===== config.mk =====
export PLATFORM = sky130hd
export DESIGN_NAME = km2d_ctrl
export DESIGN_NICKNAME = d
export VERILOG_FILES = /design/src/sv/kmeans_2d_clustering_defines.svh /design/src/sv/km2d_pkg.sv /design/src/sv/km2d_ctrl.sv
export SDC_FILE = /design/constraint.sdc
export NUM_CORES = 1
export LEC_CHECK = 0
export BUFFER_PORTS_ARGS = -buffer_cell sky130_fd_sc_hd__clkbuf_2
export CAP_MARGIN = 5
export CORE_MARGIN = 2
export CORE_UTILIZATION = 52
export DETAILED_ROUTE_END_ITERATION = 10
export PLACE_DENSITY_LB_ADDON = 0.3
export RECOVER_POWER = 50
export SYNTH_ARGS = -nofsm -noshare
export SYNTH_HDL_FRONTEND = slang
export SYNTH_SLANG_ARGS = --single-unit
export TNS_END_PERCENT = 30

===== constraint.sdc =====
create_clock -name i_clk -period 4.2 [get_ports i_clk]
set_input_delay 0 -clock i_clk [delete_from_list [all_inputs] [get_ports i_clk]]
set_output_delay 0 -clock i_clk [all_outputs]
set_load 0.01 [all_outputs]

===== src/sv/kmeans_2d_clustering_defines.svh =====
// assertion macros used by the top-level module
`ifndef KMEANS_2D_CLUSTERING_DEFINES_SVH
`define KMEANS_2D_CLUSTERING_DEFINES_SVH

// same-cycle implication
`define KM2D_ASSERT_NOW(lbl, clk, rst_n, ante, cons, msg) \
    lbl: assert property (@(posedge clk) disable iff (!rst_n) (ante) |-> (cons)) \
        else $error(msg);

// next-cycle implication
`define KM2D_ASSERT_NEXT(lbl, clk, rst_n, ante, cons, msg) \
    lbl: assert property (@(posedge clk) disable iff (!rst_n) (ante) |=> (cons)) \
        else $error(msg);

`endif


===== src/sv/km2d_pkg.sv =====
package km2d_pkg;

    localparam int COORD_W = 16;
    localparam int CFG_W = 14;
    localparam logic [CFG_W-1:0] ROUND_CAP = 14'd10000;

    localparam logic [1:0] FUNC_LOAD_PT = 2'd0;
    localparam logic [1:0] FUNC_LOAD_CTR = 2'd1;
    localparam logic [1:0] FUNC_RUN = 2'd2;

    localparam logic REG_CLUSTER_COUNT = 1'b0;
    localparam logic REG_ITER_LIMIT = 1'b1;

    typedef struct packed {
        logic [1:0] func;
        logic signed [COORD_W-1:0] coord_x;
        logic signed [COORD_W-1:0] coord_y;
    } t_in;

    typedef struct packed {
        logic [2:0] center_index;
        logic signed [COORD_W-1:0] center_x;
        logic signed [COORD_W-1:0] center_y;
        logic [8:0] member_count;
        logic [CFG_W-1:0] rounds_used;
        logic last;
    } t_out;

    typedef struct packed {
        logic load_pt;
        logic load_ctr;
        logic run_init;
        logic rnd_init;
        logic pt_read;
        logic sq;
        logic cmp;
        logic acc;
        logic upd_init;
        logic next_j;
        logic div_start;
        logic upd_write;
        logic rnd_end;
        logic emit_init;
        logic emit;
        logic finish;
    } t_cmd;

    typedef struct packed {
        logic pts_done;
        logic j_last;
        logic cnt_zero;
        logic div_done;
        logic keep_going;
    } t_sts;

endpackage


===== src/sv/km2d_ctrl.sv =====
module km2d_ctrl import km2d_pkg::*; (
    input  logic       i_clk,
    input  logic       i_rst_n,
    input  logic       start,
    input  logic [1:0] i_func,
    input  t_sts       i_sts,
    output t_cmd       o_cmd,
    output logic       busy
);
    typedef enum logic [10:0] {
        ST_IDLE = 11'b000_0000_0001,
        ST_RND  = 11'b000_0000_0010,
        ST_PT   = 11'b000_0000_0100,
        ST_SQ   = 11'b000_0000_1000,
        ST_CMP  = 11'b000_0001_0000,
        ST_ACC  = 11'b000_0010_0000,
        ST_UCHK = 11'b000_0100_0000,
        ST_DIV  = 11'b000_1000_0000,
        ST_UWR  = 11'b001_0000_0000,
        ST_REND = 11'b010_0000_0000,
        ST_EMIT = 11'b100_0000_0000
    } t_state;

    t_state r_state;
    t_state n_state;

    always_comb begin
        n_state = r_state;
        o_cmd = '0;
        unique case (r_state)
            ST_IDLE: begin
                if (start) begin
                    if (i_func == FUNC_LOAD_PT) begin
                        o_cmd.load_pt = 1'b1;
                    end else if (i_func == FUNC_LOAD_CTR) begin
                        o_cmd.load_ctr = 1'b1;
                    end else if (i_func == FUNC_RUN) begin
                        o_cmd.run_init = 1'b1;
                        n_state = ST_RND;
                    end
                end
            end
            ST_RND: begin
                o_cmd.rnd_init = 1'b1;
                n_state = ST_PT;
            end
            ST_PT: begin
                if (i_sts.pts_done) begin
                    o_cmd.upd_init = 1'b1;
                    n_state = ST_UCHK;
                end else begin
                    o_cmd.pt_read = 1'b1;
                    n_state = ST_SQ;
                end
            end
            ST_SQ: begin
                o_cmd.sq = 1'b1;
                n_state = ST_CMP;
            end
            ST_CMP: begin
                o_cmd.cmp = 1'b1;
                n_state = i_sts.j_last ? ST_ACC : ST_SQ;
            end
            ST_ACC: begin
                o_cmd.acc = 1'b1;
                n_state = ST_PT;
            end
            ST_UCHK: begin
                if (!i_sts.cnt_zero) begin
                    o_cmd.div_start = 1'b1;
                    n_state = ST_DIV;
                end else if (i_sts.j_last) begin
                    n_state = ST_REND;
                end else begin
                    o_cmd.next_j = 1'b1;
                end
            end
            ST_DIV: begin
                if (i_sts.div_done) begin
                    n_state = ST_UWR;
                end
            end
            ST_UWR: begin
                o_cmd.upd_write = 1'b1;
                n_state = i_sts.j_last ? ST_REND : ST_UCHK;
            end
            ST_REND: begin
                o_cmd.rnd_end = 1'b1;
                if (i_sts.keep_going) begin
                    n_state = ST_RND;
                end else begin
                    o_cmd.emit_init = 1'b1;
                    n_state = ST_EMIT;
                end
            end
            ST_EMIT: begin
                o_cmd.emit = 1'b1;
                if (i_sts.j_last) begin
                    o_cmd.finish = 1'b1;
                    n_state = ST_IDLE;
                end
            end
            default: begin
                n_state = ST_IDLE;
            end
        endcase
    end

    always_ff @(posedge i_clk) begin
        if (!i_rst_n) begin
            r_state <= ST_IDLE;
        end else begin
            r_state <= n_state;
        end
    end

    assign busy = (r_state != ST_IDLE);
endmodule


# Word-level counts from Yosys, hierarchy flattened
# Cells that the tools add are included.
[word_totals]
ff_bits = 11
inputBits = 10
output_inout_bits = 17
wordCells = 62
[op_classes]
eq_ne = 21
muxes = 37
reduce_logical = 3
[ops]
columns = ["operator", "n"]
rows = [
  ["one-hot mux 11 bit (10 select lines)", 1],
  ["two-way mux 11 bit", 9],
  ["two-way mux 1 bit", 18],
  ["!= test 2 bit (second input constant)", 6],
  ["== test 11 x 1 -> 1 bit (second input constant)", 1],
  ["== test 11 x 10 -> 1 bit (second input constant)", 1],
  ["== test 11 bit (second input constant)", 1],
  ["== test 11 x 2 -> 1 bit (second input constant)", 1],
  ["== test 11 x 3 -> 1 bit (second input constant)", 1],
  ["== test 11 x 4 -> 1 bit (second input constant)", 1],
  ["== test 11 x 5 -> 1 bit (second input constant)", 1],
  ["== test 11 x 6 -> 1 bit (second input constant)", 1],
  ["== test 11 x 7 -> 1 bit (second input constant)", 1],
  ["== test 11 x 8 -> 1 bit (second input constant)", 1],
  ["== test 11 x 9 -> 1 bit (second input constant)", 1],
  ["!= test 11 x 1 -> 1 bit (second input constant)", 1],
  ["two-way mux 10 bit", 1],
  ["two-way mux 2 bit", 4],
  ["two-way mux 7 bit", 1],
  ["AND reduction 7 bit", 1],
  ["two-way mux 3 bit", 2],
  ["two-way mux 6 bit", 1],
  ["!= test 3 bit (second input constant)", 1],
  ["== test 2 x 1 -> 1 bit (second input constant)", 1],
  ["other kinds (3)", 3],
]

# Logic depth before layout (Yosys ltp)
[logic_depth]
word_depth = 6
mapped_depth = 7
depth_no_buf = 6

# Worst setup path before layout
# Ideal clock, no wire load.
[synth_timing]
path_kind = "flip-flop to flip-flop"
start = "register r_state[5]"
end = "register r_state[10]"
setup_time_ns = 0.065
arrival_time_ns = 1.948
required_time_ns = 4.135
path_slack_ns = 2.187
stages_incl_launch_ff = 7
cell_sequence = "dfxtp_1 buf_2 or4_1 nor4_1 and2b_1 a21oi_1 nor2b_1"
[synth_between]
elab_chain_len = 3
elab_cells_between_ends = 21
cone_classes = "eq/ne (18); mux (1); reduce/logical (2)"
[synth_lines]
columns = ["item", "line_no", "source"]
rows = [
  ["from (decl)", "km2d_ctrl.sv:24", "t_state r_state;"],
  ["from (signal assigned)", "km2d_ctrl.sv:113", "r_state <= n_state;"],
  ["== test 11 x 6 -> 1 bit, or another cell as far along", "km2d_ctrl.sv:30", "unique case (r_state)"],
  ["OR reduction 2 bit (no line), or another cell as far along", "n/a", ""],
  ["one-hot mux 11 bit (10 select lines) / AND reduction 7 bit (equally long branches)", "n/a", ""],
]
# Several ways; a longest one is shown, not always the timed one.
# A chain may end at the register's enable or synchronous reset.

# Worst setup path after layout
[layout_timing]
start = "register r_state[5]"
end = "register r_state[0]"
# Same word-level chain as after synthesis.

==> reports/results.txt <==
Standard cell area after detailed placement: 926 µm². Counting every instance in the synthesized netlist gives 101. The library cell used most frequently in the layout, excluding fill and tap cells, is clkbuf_2. The logs give 0 for the max-cap check violation count and 0 for the count of endpoints failing hold in the final timing report. The area share of fa/ha/maj cells after synthesis was 0. The worst setup path is captured at a register.

The clock root buffer master was clkbuf_4. The run finished with clean final reports. Area of the die: 1890 µm². The antenna diode instance count is 0, and the buffer levels on the longest clock path is 2. The synthesized design contains 11 register bits. The commonest register cell after synthesis is dfxtp_1. The logs give 1680 ps for the minimum setup slack in the final design and 10 for the maximum number of pins on one net before global-route repair.

TritonCTS built the clock tree. The number of H-tree levels came out at 1. The clock drives 11 sinks. For the pin with the worst max-slew slack, the measured transition is 932 ps. The clock period minus final worst setup slack was 2520 ps. After clock tree synthesis, the clock-pin slew on the worst setup and hold paths is 80 ps.

Registers take 220 µm². The areal power density over the cells works out to 485 nW/µm². At the worst endpoint, the arrival time is 2650 ps. The filler cells instantiated in the layout total 134. The multi-input combinational cells in the finished layout cover a total of 508 µm². The worst clock skew on the final layout was 9.08 ps; the final net count was 139.

Setup repair after global routing left no endpoint under its margin. The number of placement rows was 14; the fmax was 0.398 GHz. The via count of the first global-routing pass came out at 740. In the final timing run, aggregate negative setup slack is 0 ps.

Walking the worst path, the cells encountered are nor4_1, a32oi_1, o311ai_0, a311o_2, o221ai_1. The standard cell with the maximum stage delay on the critical path was nor4_1. The path class of the tightest hold or removal check is in -> reg. 27 I/O pins were placed. After detailed routing, the number of vias per cell comes to 5.88. The worst setup path is launched from a register. The maximum net fanout on the critical path was 8; the number of buffers inserted by hold repair at cts was 1.

The total count of max-transition violations in the final report is 0. The cell area that synthesis handed to floorplanning was 811 µm². The area fraction in compound gates after synthesis was 0.171.

Post-route fraction of the period consumed by the critical path: 0.599. Sequential element share of the synthesized area: 0.272. Summed over all layers, the global routing overflow is 0. The initial standard-cell utilization of the core is 0.545, and the xor and xnor fraction of the mapped netlist area is 0.0324. The synthesis-to-layout area growth came out at 13.7%. By area, the combinational part of the netlist is dominated by simple AND/OR/NAND/NOR gates. For the leakage power figure, the log shows 0.389 nW. The portion of netlist area occupied by mux cells was 0. The first TritonRoute pass finished after 4 iterations. For the worst-skew pair, the clock arrives at the later sink with an insertion delay of 270 ps. The congestion estimate from routability-driven global placement came to 0.919. The largest registers in the layout are r_state (11).

The routed length per instance is 13.8 µm, and the number of distinct library cells after synthesis is 38. The tools report the worst endpoint required time as 4340 ps. By startpoint and endpoint, the worst setup path is classified as reg -> reg.

The run gives 1680 ps as the register-to-register setup slack. The post-route cell area was 922 µm². For the final HPWL from detailed placement, the log shows 1590 µm.

The final core area utilization came out at 0.619. Global-route usage over all layers: 0.234. First-pass GRT wire length: 3340 µm. The number of enable flip-flop cells after synthesis works out to 0.

In this run the horizontal extent of the chip is 43.5 µm. The worst supply voltage drop on vdd was 0.262 mV. More flip-flops sit in one register than any other, and that register is r_state. DRC violation total after the first TritonRoute iteration: 24. The synthesized-area fraction occupied by and/or/nand/nor cells was 0.463. The number of buffers created by CTS was 3; the worst max-slew margin expressed relative to the limit was 0.373. Measured along the y axis, the die boundary spans 43.5 µm.

Maximum single-stage delay on the critical path: 820 ps. Wires add up to 1990 µm. For the number of antenna violations at the first check in global routing, the log shows 0. Prior to clock tree synthesis, the placed netlist has a worst setup slack of 2160 ps. In this run the remaining antenna-violating nets after routing total 0. Post-CTS timing repair inserted 0 buffers for setup. The per-instance average area after synthesis is 8.03 µm², and the count of cells resized by post-cts repair is 0. The top cell types in the final layout, fill and taps aside, are 19 x clkbuf_2, 11 x nor2_1, 11 x dfxtp_1. Input and output buffers added on the ports amount to 26.

The share of post-route cells with drive strength above 1 is 0.203. The final setup violation count came out at 0. In the routed design, unresolved DRC markers number 0.

For this block, the via count after detailed routing is 846. The Yosys step of the flow raised 0 warnings. The flip-flop count of the largest register, all copies and words added works out to 11.

The fraction of registers with async set or reset after synthesis was 0. The tools report the area inside the core boundary as 1490 µm². The number of nets handed over by synthesis was 111.
[metal layers]
layer | wire length [µm] | up-vias | track usage
li1 | - | 436 | -
met1 | 943 | 370 | 0.342
met2 | 897 | 38 | 0.361
met3 | 136 | 2 | 0.0375
met4 | 12 | 0 | 0.0545
met5 | 0 | - | 0
[Yosys cell counts, types with 2 or more instances]
master	instances	area (µm²)
nor2_1	11	41.3
and2b_1	2	15.0
nor3b_1	4	30.0
nor3_1	9	45.0
a21oi_1	5	25.0
nor2b_1	3	18.8
nand2_1	6	22.5
buf_6	2	22.5
and3_1	3	18.8
nand4_1	2	12.5
inv_1	4	15.0
nand3_1	3	15.0
xnor2_1	2	17.5
o21ai_0	2	10.0
nor4_1	5	31.3
nand2b_1	4	25.0
nor4b_1	2	17.5
dfxtp_1	11	220
nand3b_1	2	15.0
[worst max-delay path: cells and delay by family (launching register included)]
kind,cells,cell delay [ps]
AO/OA/AOI/OAI,4,1160
flip-flops,1,390
AND/OR/NAND/NOR,1,820
[final timing paths]
kind                            from                 endpoint  cells after the start
max          r_state[5]$_SDFFE_PN0P_  r_state[0]$_SDFFE_PN1P_                      5
min reg2reg  r_state[3]$_SDFFE_PN0P_  r_state[4]$_SDFFE_PN0P_                      2
min                         i_sts[0]  r_state[1]$_SDFFE_PN0P_                      3
max reg2reg  r_state[5]$_SDFFE_PN0P_  r_state[0]$_SDFFE_PN1P_                      5
[cell type report]
cell class | count | share of cell area
Multi-Input combinational cell | 82 | 0.551
Sequential cell | 11 | 0.239
Timing Repair Buffer | 27 | 0.142
Clock buffer | 3 | 0.0244
Tap cell | 16 | 0.0217
Inverter | 4 | 0.0163
Clock inverter | 1 | 0.00543
[cell families after synthesis]
family          after synthesis
xor+xnor                      3
buf+inv                       8
simple gates                 63
flops                        11
compound gates               16
[report_power, final]
| group | internal [W] | switching, W |
|---|---|---|
| Combinational | 0.0000922 | 0.000136 |
| Clock | 0.0000352 | 0.0000398 |
| Sequential | 0.000118 | 0.0000260 |
| Total | 0.000246 | 0.000202 |
[through the flow]
stage / hold slack (ps) / instances / total power (W)
6_report: 5.01 / 144 / 0.000447
5_1_grt: 3.06 / 144 / 0.000481
4_1_cts: 5.05 / 144 / 0.000473
3_5_place_dp: 245 / 139 / 0.000398
3_3_place_gp: 242 / 139 / 0.000395
2_1_floorplan: 47.5 / 101 / 0.000336
Power figures use the tool's default switching activity.
